<file path="config.mk">
export PLATFORM = sky130hd
export DESIGN_NAME = svia_lane
export DESIGN_NICKNAME = d
export VERILOG_FILES = /design/src/rtl/svia_pkg.sv /design/src/rtl/svia_lane.sv
export SDC_FILE = /design/constraint.sdc
export NUM_CORES = 1
export LEC_CHECK = 0
export BUFFER_PORTS_ARGS = -buffer_cell sky130_fd_sc_hd__buf_2
export CAP_MARGIN = 20
export CORE_UTILIZATION = 25
export DETAILED_ROUTE_END_ITERATION = 12
export GPL_TIMING_DRIVEN = 1
export PLACE_DENSITY_LB_ADDON = 0.25
export SLEW_MARGIN = 20
export SYNTH_ARGS = -nofsm -noshare
export SYNTH_HDL_FRONTEND = slang
export SYNTH_SLANG_ARGS = --single-unit
</file>
<file path="constraint.sdc">
create_clock -name vclk -period 8.4
set_clock_uncertainty 0.2 [all_clocks]
set_input_delay 0.84 -clock vclk [all_inputs]
set_output_delay 0.84 -clock vclk [all_outputs]
set_load 0.02 [all_outputs]
</file>
<file path="src/rtl/svia_pkg.sv">
// ----------------------------------------------------------------------------
// svia_pkg: shared types and constants for the vector integer ALU
// Holds the operation codes, the lane geometry and the shuffle constants.
// ----------------------------------------------------------------------------
package svia_pkg;

  localparam int unsigned OpW    = 5;
  localparam int unsigned ImmW   = 10;
  localparam int unsigned HalfW  = 64;
  localparam int unsigned VecW   = 2 * HalfW;
  localparam int unsigned WordW  = 32;
  localparam int unsigned Lanes  = VecW / WordW;
  localparam int unsigned Bytes  = VecW / 8;

  // Shuffle fill bytes for the constant control codes
  localparam logic [7:0] ShufZero = 8'h00;
  localparam logic [7:0] ShufOnes = 8'hFF;
  localparam logic [7:0] ShufMsb  = 8'h80;

  typedef enum logic [OpW-1:0] {
    OP_ADD    = 5'd0,
    OP_ADDI   = 5'd1,
    OP_SF     = 5'd2,
    OP_SFI    = 5'd3,
    OP_ADDH   = 5'd4,
    OP_SFH    = 5'd5,
    OP_AND    = 5'd6,
    OP_OR     = 5'd7,
    OP_XOR    = 5'd8,
    OP_NAND   = 5'd9,
    OP_NOR    = 5'd10,
    OP_ANDC   = 5'd11,
    OP_ORC    = 5'd12,
    OP_CGT    = 5'd13,
    OP_CLGT   = 5'd14,
    OP_CEQ    = 5'd15,
    OP_SHL    = 5'd16,
    OP_SHLI   = 5'd17,
    OP_ROT    = 5'd18,
    OP_ROTM   = 5'd19,
    OP_ROTMA  = 5'd20,
    OP_SELB   = 5'd21,
    OP_SHUFB  = 5'd22
  } op_t;

endpackage

</file>
<file path="src/rtl/svia_lane.sv">
// ----------------------------------------------------------------------------
// svia_lane: one 32-bit word lane
// Word, halfword, bitwise, compare, shift and select work on one word slice.
// ----------------------------------------------------------------------------
module svia_lane (
  input  svia_pkg::op_t                   op,
  input  logic [svia_pkg::WordW-1:0]      imm_w,
  input  logic [svia_pkg::WordW-1:0]      x,
  input  logic [svia_pkg::WordW-1:0]      y,
  input  logic [svia_pkg::WordW-1:0]      z,
  output logic [svia_pkg::WordW-1:0]      w
);

  logic [5:0]                   shl_n;
  logic [5:0]                   rtm_n;
  logic [2*svia_pkg::WordW-1:0] rot_x;
  logic [15:0]                  h_hi;
  logic [15:0]                  h_lo;

  assign shl_n = (op == svia_pkg::OP_SHLI) ? imm_w[5:0] : y[5:0];
  // rotate-and-mask counts are the negated operand, modulo 64
  assign rtm_n = 6'(~y[5:0] + 6'd1);
  assign rot_x = {x, x} << y[4:0];

  always_comb begin
    if (op == svia_pkg::OP_SFH) begin
      h_hi = y[31:16] - x[31:16];
      h_lo = y[15:0]  - x[15:0];
    end else begin
      h_hi = x[31:16] + y[31:16];
      h_lo = x[15:0]  + y[15:0];
    end
  end

  always_comb begin
    case (op)
      svia_pkg::OP_ADD:   w = x + y;
      svia_pkg::OP_ADDI:  w = x + imm_w;
      svia_pkg::OP_SF:    w = y - x;
      svia_pkg::OP_SFI:   w = imm_w - x;
      svia_pkg::OP_ADDH,
      svia_pkg::OP_SFH:   w = {h_hi, h_lo};
      svia_pkg::OP_AND:   w = x & y;
      svia_pkg::OP_OR:    w = x | y;
      svia_pkg::OP_XOR:   w = x ^ y;
      svia_pkg::OP_NAND:  w = ~(x & y);
      svia_pkg::OP_NOR:   w = ~(x | y);
      svia_pkg::OP_ANDC:  w = x & ~y;
      svia_pkg::OP_ORC:   w = x | ~y;
      svia_pkg::OP_CGT:   w = {svia_pkg::WordW{$signed(x) > $signed(y)}};
      svia_pkg::OP_CLGT:  w = {svia_pkg::WordW{x > y}};
      svia_pkg::OP_CEQ:   w = {svia_pkg::WordW{x == y}};
      svia_pkg::OP_SHL,
      svia_pkg::OP_SHLI:  w = shl_n[5] ? '0 : (x << shl_n[4:0]);
      svia_pkg::OP_ROT:   w = rot_x[2*svia_pkg::WordW-1:svia_pkg::WordW];
      svia_pkg::OP_ROTM:  w = rtm_n[5] ? '0 : (x >> rtm_n[4:0]);
      svia_pkg::OP_ROTMA: w = rtm_n[5] ? {svia_pkg::WordW{x[31]}}
                                       : 32'($signed(x) >>> rtm_n[4:0]);
      svia_pkg::OP_SELB:  w = (x & ~z) | (y & z);
      default:            w = '0;
    endcase
  end

endmodule

</file>
# Word level (Yosys, flattened, before mapping)
# Index checks and enable logic that the tools add are counted.
# classes
addsub	9
order_cmp	2
eq_ne	22
shift	4
muxes	7
n_bitwise	13
reduce_logical	3
# op_table
operator	count
32-bit case mux with 20 select lines	1
32-bit AND	4
32-bit inverter	4
32-bit two-way mux	3
32-bit bitwise OR	3
32-bit adder	2
32-bit > comparator	2
64-bit by 5-bit << shifter with 64-bit output	1
32-bit subtractor	2
5-bit by 4-bit equality test with 1-bit output, second input constant	8
16-bit adder	2
32-bit equality test	1
16-bit two-way mux	2
32-bit by 5-bit << shifter with 32-bit output	1
32-bit by 5-bit right shift with 32-bit output	1
32-bit by 5-bit >>> shifter with 32-bit output	1
16-bit subtractor	2
32-bit XOR	1
5-bit equality test, second input constant	6
5-bit by 3-bit equality test with 1-bit output, second input constant	4
5-bit by 2-bit equality test with 1-bit output, second input constant	2
6-bit by 1-bit adder with 6-bit output, second input constant	1
6-bit two-way mux	1
6-bit inverter	1
3 further kinds	4
# totals
regBits	0
inputBits	133
out_inout_bits	32
word_cells	60

# Logic depth before layout (Yosys ltp)
# Gate-level depths: netlist of the first run.
# depth
depth_word	5
mapped_depth	21
depth_no_buf	20

# Least setup slack after synthesis of the first run
# OpenSTA, ideal clock, no wires.
# synth_path
kind	in2out
start	input port y[2] (netlist name)
end	output port w[31] (netlist name)
t_arrival_ns	5.115
required_ns	7.360
path_slack_ns	2.245
stages	16
path_buffers	5
cell_sequence	buf_2 inv_1 buf_1 clkbuf_1 clkbuf_1 ha_1 clkbuf_1 or4_1 a2111oi_0 nor3_1 o21ai_2 a21oi_1 o41ai_1 a221oi_1 mux2i_1 a2111o_1
# synth_between
elab_chain_len	5
elab_cells_between_ends	16
classes_between	add/sub (3); order compare (2); eq/ne (1); shift (4); mux (5); bitwise (1)
# synth_rtl
element	line	rtl
start: declaration	svia_lane.sv:9	input logic [svia_pkg::WordW-1:0] y,
6-bit inverter	svia_lane.sv:22	assign rtm_n = 6'(~y[5:0] + 6'd1);
6-bit by 1-bit adder with 6-bit output	svia_lane.sv:22	
32-bit by 5-bit >>> shifter with 32-bit output / 32-bit by 5-bit right shift with 32-bit output (equally long branches)	svia_lane.sv:58, svia_lane.sv:56	
32-bit two-way mux (on tied branches)	svia_lane.sv:57, svia_lane.sv:56	
32-bit case mux with 20 select lines *	svia_lane.sv:36	case (op)
end: declaration	svia_lane.sv:11	output logic [svia_pkg::WordW-1:0] w
# Mark *: on every way between the ends. The rest lies on a longest branch, timed or not.

# Worst setup path in the final report of the first run
# layout_path
start	input port x[1] (netlist name)
end	output port w[27] (netlist name)
# layout_between
elab_chain_len	3
elab_cells_between_ends	15
classes_between	add/sub (4); order compare (2); eq/ne (1); shift (4); mux (4)
# layout_rtl
element	line	rtl
start: declaration	svia_lane.sv:8	input logic [svia_pkg::WordW-1:0] x,
parallel branches: the longest is 2 deep, another holds 32-bit subtractor	-	
32-bit case mux with 20 select lines *	svia_lane.sv:36	
# Mark *: on every way between the ends.

==> results.ini, run 1 <==
[worst_setup_path]
crit_arrival_ns=6.25
cp_max_fo=17
crit_family=simple AND/OR/NAND/NOR gates
startpoint_type=primary input
cp.buffers_inverters=3
critPathKind=in2out
slowest_stage=o31ai_1
slowest_delay_ns=0.58
startpoint=x[1]
worstPathRequired_ns=7.36
end_kind=output pin
crit_chain=buf_2 -> inv_1 -> ha_1 -> nand2_1 -> nor3b_1 -> nand2_1 -> or2_2 -> nor3_1 -> nor2_1 -> xnor2_1 -> ha_1 -> and2_1 -> and3_1 -> a211oi_1 -> o31a_1 -> o31ai_1 -> a31oi_1 -> xnor2_1 -> a2111o_1 -> buf_2

[sta]
rsz0062_at_grt=false
worstMarginPinSlew_ns=1.25
setup_viol=0
period_needed_ns=7.29
maxSlewViolCount=0
fin_tns_setup_ns=0
hold_viol_final=0
relSlewSlack=0.156
finalHoldWorstSlack_ns=2.18
fin_crit_sh=0.868
fmax_mhz=137

[logic_synthesis]
synth_top_family_by_area=compound AO/OA/AOI/OAI gates
synth_xor_area_frac=0.0688
yosysTopAreaCell=ha_1
yosys-top-cells-area=ha_1 14%, mux2i_1 9.6%, mux4_2 8.1%
synth_simple_gate_area_frac=0.211
synth_nets=2900
ys_warn_count=0
synth_area_um2=17700
yosysMostFrequentCell=nand2_1
synth-compound-area-share=0.323
seq_area_frac_synth=0
synth_top_area_frac=0.135
synth.avg_cell_area_um2=6.88
synth_commonest_cells=308 x nand2_1, 259 x nor2_1, 230 x a21oi_1, 191 x ha_1
synth.area.mux_share=0.187
synth-adder-area-share=0.141
synthCells=2571
synth_cell_types=94

[power]
ir_worst_vdd_v=0.0000373
p_per_area_nw_per_um2=83.7
leakage_nw=8.25

[detailed_routing]
dr.pass1.iters=6
via_per_inst=6.37
wl_um=115000
antenna_left=0
wl_per_cell_um=32.3
drcViolationCount=0
initialDrtViolationCount=3038
vias=22733

[global_routing]
grt_util_met3=0.0662
grt_usage=0.310
overflow=0
antenna_found_initial=12
grt_max_degree=50
grt_pass1_wl_um=160000
met2_usage=0.460
use_met1=0.400
grt_pass1_vias=20935
grt_most_used_layer=met2

[finish]
ff_latch_area_um2=0
layout.nets=2957
clock_buffers=0
synthToLayoutAreaGrowth_pct=10.8
design.seq.count=0
drive_gt1_frac=0.145

[die]
num_io_pins=165
core_um2=70000
initial_utilization=0.253
row_count=97
dieHeight_um=268
fp.dieW_um=268
dieArea_um2=71800

[clock_tree]
cts_hold_buf=0
post_cts_buffers=0
ctsResizeCount=0

[flow_run]
drv_cap=0

[place]
port_buffers=165
hpwl_um=90400
place_congestion=1.06

[min_path]
min_from=imm_w[30]
min_path_type=in2out

[run_status]
status=completed

cell families (layout without fill, tap and decap cells):
family,count (synthesis),count (layout)
adder cells (fa/ha/maj),196,196
XOR/XNOR,139,139
AND/OR/NAND/NOR,824,824
AO/OA/AOI/OAI,861,861
buffers and inverters,302,357
other,0,1
multiplexers,249,249
report_power, final:
group             internal (W)        total [W]  switching [W]  leakage, nW
sequential                   0                0              0            0
clock          0.0000000000159  0.0000000000159              0   0.00000634
combinational         0.000547          0.00164        0.00109         8.25
total                 0.000547          0.00164        0.00109         8.25
metal layers:
metal	part of all wire	wire, µm	vias to the layer above
met5	0.00052	60	-
met4	0.083	9580	10
met3	0.11	13100	370
met2	0.41	47700	1685
met1	0.39	44800	10919
li1	-	-	9749
cell usage in the layout (no fill, tap or decap), drive strengths merged, types with 10 or more instances in the layout:
cell     netlist  routed
nand4         23      23
a31oi         29      29
nand2        312     312
o22ai         38      38
ha           191     191
o31ai         28      28
a221o         12      12
and3          13      13
nor4          18      18
mux2          16      16
o2111ai       28      28
a2111oi       21      21
mux4          64      64
a211oi        41      41
o21ai        177     177
a21oi        231     231
xnor2        115     115
inv           98      98
mux2i        169     169
nand2b        19      19
nor2b         18      18
a221oi        30      30
nand3         41      41
buf           62     254
o21bai        19      19
and2          17      17
a22oi         10      10
nor2         259     259
o21a          15      15
o211ai        40      40
o221ai        16      16
nor3          46      46
or3           18      18
xor2          24      24
a21o          34      34
area by class of cell:
class | instances | area [µm²]
repair buffers | 254 | 1500
inverters | 103 | 387
diodes | 1 | 2.50
multi-input cells | 2269 | 16500
well taps | 940 | 1180
fillers | 7903 | 50400
worst paths after layout:
path	endpoint	cells after the start
setup / recovery	w[27]	20
hold / removal	w[30]	5
per-stage QoR:
stage / cell area [µm²] / total power (W) / cells / worst slack [ns] / utilization
2_1_floorplan: 17700 / 0.000991 / 2571 / 2.24 / -
3_3_place_gp: 19600 / 0.00159 / 3566 / 1.17 / 0.280
3_5_place_dp: 19600 / 0.00157 / 3566 / 1.20 / 0.280
4_1_cts: 19600 / 0.00158 / 3566 / 1.19 / 0.280
5_1_grt: 19600 / 0.00172 / 3566 / 0.696 / 0.280
6_report: 19600 / 0.00164 / 3567 / 1.11 / 0.280
(Power assumes the default switching activity.)
==> run 2: changes to the inputs <==
==> constraint.sdc (replaced) <==
create_clock -name vclk -period 6.35
set_clock_uncertainty 0.2 [all_clocks]
set_input_delay 0.635 -clock vclk [all_inputs]
set_output_delay 0.635 -clock vclk [all_outputs]
set_load 0.02 [all_outputs]
==> run 2 against run 1 <==
  * Sequential share of layout area stayed put
  * Critical path depth is 4 lower
  * Flip-flop and latch count stayed put
  * Worst setup slack worse by 0.96 ns
  * Highest routed layer unchanged
  * Critical path type unchanged
  * Largest power group unchanged
  * Cell count is 3.2% higher
  * Largest cell class unchanged
  * Non-clock buffer count is 112 higher
  * Global-route usage is 0.92 points higher
  * Die area stayed put
  * Power is 38% higher
  * Via count is 1.0% higher
  * Combinational power is 38% higher
==> results.ini, run 2 (synthesized netlist as in run 1, its figures left out) <==
[power]
leakage_nw=8.79  ; +6.6%
ir_worst_vdd_v=0.0000536  ; +43%
switchingPower_w=0.00149  ; +36%
power_frac_clock=0  ; unchanged
internal_power_w=0.000777  ; +42%
p_per_area_nw_per_um2=111  ; +32%
seqPwrFrac=0  ; unchanged
switching_share=0.658  ; -0.00915
comb_power_share=1.000  ; about the same
total_power_w=0.00227  ; +38%

[clock_tree]
cts_hold_buf=0  ; unchanged
post_cts_buffers=0  ; unchanged

[die]
fp.dieW_um=268  ; unchanged
num_io_pins=165  ; unchanged
core_um2=70000  ; unchanged
row_count=97  ; unchanged
initial_utilization=0.253  ; unchanged
dieHeight_um=268  ; unchanged
dieArea_um2=71800  ; unchanged

[place]
hpwl_um=96900  ; +7.2%
port_buffers=165  ; unchanged
placed_cells=3678  ; +3.1%
place_congestion=1.08  ; +1.1%

[finish]
fin_cells=3680  ; +3.2%
final_common_cell=nand2_1
synthToLayoutAreaGrowth_pct=15.7
design.seq.count=0  ; unchanged
multi_input_area_um2=16600  ; about the same
nFillCells=7835  ; -0.86%
clock_buffers=0  ; unchanged
final_core_util=0.292  ; +0.0124
mostFrequentLayoutCells=307 x nand2_1, 254 x nor2_1, 230 x a21oi_1, 201 x buf_4, 190 x ha_1
layout.nets=3069  ; +3.8%
drive_gt1_frac=0.181  ; +0.0357
ff_latch_area_um2=0  ; unchanged

[sta]
setup_viol=0  ; unchanged
fin_crit_sh=0.976
hold_viol_final=0  ; unchanged
maxSlewViolCount=0  ; unchanged
period_needed_ns=6.20
fin_tns_setup_ns=0  ; unchanged
fmax_mhz=161
rsz0062_at_grt=false
relSlewSlack=0.238  ; +0.0822
finalHoldWorstSlack_ns=1.71  ; -0.466 ns
worstMarginPinSlew_ns=1.13  ; -0.120 ns

[detailed_routing]
dr.pass1.iters=6  ; unchanged
via_per_inst=6.24  ; -2.1%
initialDrtViolationCount=3238  ; +6.6%
drcViolationCount=0  ; unchanged
antenna_left=0  ; unchanged
vias=22960  ; +1.0%
wl_per_cell_um=32.3  ; +0.13%
wl_um=119000  ; +3.3%

[min_path]
min_path_type=in2out

[worst_setup_path]
slowest_stage=nor4_1
crit_chain=buf_2 -> inv_1 -> ha_1 -> nor4_1 -> nand2_1 -> nor4_1 -> buf_4 -> and4_1 -> nor3_1 -> a32oi_1 -> o21a_2 -> buf_4 -> o21ai_0 -> nor4_1 -> o211ai_1 -> buf_2
critPathKind=in2out
cp_max_fo=8  ; -9
worstPathRequired_ns=5.51  ; -1.85 ns
slowest_delay_ns=0.48  ; -0.10 ns
crit_arrival_ns=5.36  ; -0.89 ns
startpoint_type=primary input
end_kind=output pin
crit_top_cell=nor4_1

[global_routing]
grt_usage=0.319  ; +0.00920
grt_pass1_vias=21249  ; +1.5%
overflow=0  ; unchanged
grt_pass1_wl_um=163000  ; +2.2%
antenna_found_initial=15  ; +3
grt_max_degree=47  ; -6.0%

[run_status]
status=completed

[flow_run]
drv_cap=0  ; unchanged

## run 2: changes by cell type in the layout (fill, tap and decap cells not counted)
| cell | before | now |
|---|---|---|
| nand2_2 | 3 | 4 |
| nand2_1 | 308 | 307 |
| buf_4 | 90 | 201 |
| a2111oi_0 | 18 | 17 |
| o21a_1 | 15 | 14 |
| nor2_2 | 5 | 4 |
| a2111oi_1 | 1 | 2 |
| nor2_4 | 0 | 1 |
| o21a_2 | 0 | 1 |
| buf_12 | 0 | 1 |
| diode_2 | 1 | 2 |
## run 2: final timing paths
| path | from | end | slack [ns] | cells past startpoint |
|---|---|---|---|---|
| min | imm_w[30] | w[30] | 1.71 | 5 |
| max | x[24] | w[24] | 0.15 | 16 |
## run 2: worst max-delay path: cells and delay by family
family	cells	cell delay (ns)
adder cells (fa/ha/maj)	1	0.35
AO/OA/AOI/OAI	4	0.95
buffers and inverters	5	1.28
AND/OR/NAND/NOR	6	2.11
## run 2: layout make-up
class              count  area share
multi-input cells   2269       0.809
repair buffers       366       0.115
well taps            940      0.0574
inverters            103      0.0189
diodes                 2    0.000244
## run 2: stage by stage
stage,setup WS (ns),instance area [µm²]
global placement,0.272,20500
finish,0.151,20500
global route,0.0209,20500
floorplan,0.605,17700
CTS,0.260,20500
detailed placement,0.286,20500
## run 2: timing repair
action	CTS	global route
resized for setup	0	3
hold endpoints to repair	0	0
endpoints found under the setup margin	0	3
## run 2: power groups by stage
stage	registers [W]	clock network (W)	logic (W)
finish	0	0.0000000000971	0.00227
global route	0	0	0.00236
CTS	0	0	0.00219
detailed placement	0	0	0.00217
global placement	0	0	0.00219
floorplan	0	0	0.00131
## run 2: metal layers
| layer | global-route usage | vias up | wire length, µm |
|---|---|---|---|
| met5 | 0 | - | 92 |
| met4 | 0.203 | 14 | 9490 |
| li1 | - | 9964 | - |
| met3 | 0.0699 | 378 | 13200 |
| met2 | 0.480 | 1609 | 49600 |
| met1 | 0.410 | 10995 | 46600 |
==> run 3: changes to the inputs <==
==> constraint.sdc (replaced) <==
create_clock -name vclk -period 6.35
set_clock_uncertainty 0.2 [all_clocks]
set_input_delay 1.27 -clock vclk [all_inputs]
set_output_delay 1.27 -clock vclk [all_outputs]
set_load 0.02 [all_outputs]
==> run 3 against run 2 <==
  * The run now ends with setup timing left
  * Critical path depth increased by 4
  * Flip-flop and latch count unchanged
  * Hold slack improved by 1.4 ns
  * Cell count rose by 18%
  * Routed wire length is 9.3% higher
  * Final area grew 35%
  * Fmax shrank 7.5%
  * Global-route usage rose by 3.2 points
  * Sequential share of layout area unchanged
  * Via count is 11% higher
  * Non-clock buffer count rose by 650
==> results.ini, run 3 (synthesized netlist as in run 1, its figures left out) <==
[die]
initial_utilization=0.253  ; unchanged
num_io_pins=165  ; unchanged
dieArea_um2=71800  ; unchanged
dieHeight_um=268  ; unchanged
fp.dieW_um=268  ; unchanged
row_count=97  ; unchanged
core_um2=70000  ; unchanged

[global_routing]
overflow=0  ; unchanged
grt_usage=0.351  ; +0.0317
antenna_found_initial=11  ; -4
grt_max_degree=37  ; -21%
grt_pass1_vias=24212  ; +14%
grt_pass1_wl_um=181000  ; +11%

[sta]
period_needed_ns=6.70  ; +0.502 ns
hold_viol_final=0  ; unchanged
worstMarginPinSlew_ns=1.05  ; -0.0831 ns
rsz0062_at_grt=true
fin_crit_sh=1.06  ; +0.0790
fin_ws_ns=-0.351  ; -0.502 ns
setup_viol=17  ; +17
relSlewSlack=0.300  ; +0.0619
maxSlewViolCount=0  ; unchanged
fmax_mhz=149  ; -7.5%
fin_tns_setup_ns=-2.71  ; -2.71 ns
finalHoldWorstSlack_ns=3.12  ; +1.40 ns

[place]
port_buffers=165  ; unchanged
hpwl_um=107000  ; +10%
placed_area_um2=25400  ; +24%
place_congestion=1.07  ; -0.80%

[worst_setup_path]
slowest_delay_ns=0.49  ; about the same
slowest_stage=or4_1
critPathKind=in2out
crit_arrival_ns=5.23  ; -0.13 ns
cp_max_fo=3  ; -5
worstPathRequired_ns=4.88  ; -0.63 ns
startpoint_type=primary input
crit_chain=buf_8 -> buf_12 -> clkinv_8 -> ha_4 -> nand2_4 -> nor3b_4 -> nand2_2 -> or2_4 -> or3_4 -> o21ai_2 -> xnor2_1 -> ha_1 -> a2111oi_4 -> or3_1 -> a21oi_1 -> or4_1 -> a211oi_2 -> o2111ai_1 -> a211o_1 -> buf_6
end_kind=output pin

[finish]
drive_gt1_frac=0.401  ; +0.220
ff_latch_area_um2=0  ; unchanged
final_cell_area_um2=27600  ; +35%
nFillCells=7396  ; -5.6%
mostFrequentLayoutCells=790 x buf_4, 299 x nand2_1, 234 x nor2_1, 207 x a21oi_1, 173 x ha_1
final_common_cell=buf_4
clock_buffers=0  ; unchanged
synthToLayoutAreaGrowth_pct=56.1
design.seq.count=0  ; unchanged
layout.nets=3719  ; +21%

[detailed_routing]
vias=25492  ; +11%
wl_um=130000  ; +9.3%
dr.pass1.iters=6  ; unchanged
initialDrtViolationCount=3240  ; +0.062%
drcViolationCount=0  ; unchanged
via_per_inst=5.89  ; -5.6%
antenna_left=0  ; unchanged
wl_per_cell_um=30.0  ; -7.1%

[run_status]
violations=setup timing
status=finished with violations

[min_path]
min_path_type=in2out
holdPathStages=6  ; +1

[clock_tree]
cts_hold_buf=0  ; unchanged

[flow_run]
drv_cap=0  ; unchanged

## run 3: layout make-up
type | count | area (µm²) | share of cell area
timing repair buffer | 1016 | 7930 | 0.287
multi-input combinational | 2269 | 18100 | 0.655
inverter | 103 | 418 | 0.0151
tap | 940 | 1180 | 0.0426
antenna | 2 | 5.00 | 0.000181
## run 3: critical path, delay by kind of cell
family / cells / cell delay [ns]
adder cells (fa/ha/maj): 2 / 0.45
buffers and inverters: 4 / 0.43
XOR/XNOR: 1 / 0.17
AO/OA/AOI/OAI: 6 / 1.16
AND/OR/NAND/NOR: 7 / 1.76
## run 3: path summary, 6_finish.rpt
check / from / end / slack, ns
max: x[1] / w[29] / -0.35
min: imm_w[30] / w[30] / 3.12
## run 3: timing repair
item / 4_1_cts / 5_1_grt
resized for setup: 228 / 189
pin swaps: 91 / 114
setup buffers: 34 / 30
cloned: 0 / 1
setup endpoints to repair: 29 / 31
## run 3: stage by stage
stage	setup slack [ns]	utilization	cells
floorplan	-0.00334	-	2571
global placement	-0.770	0.362	4282
detailed placement	-0.795	0.362	4282
CTS	-0.384	0.380	4311
global route	-0.468	0.394	4329
finish	-0.351	0.394	4330
## run 3: per-layer routing
| metal | vias up | GRT usage | share of wire |
|---|---|---|---|
| li1 | 11278 | - | - |
| met1 | 12251 | 0.454 | 0.40 |
| met2 | 1549 | 0.520 | 0.42 |
| met3 | 404 | 0.0591 | 0.096 |
| met4 | 10 | 0.262 | 0.091 |
| met5 | - | 0 | 0.00054 |
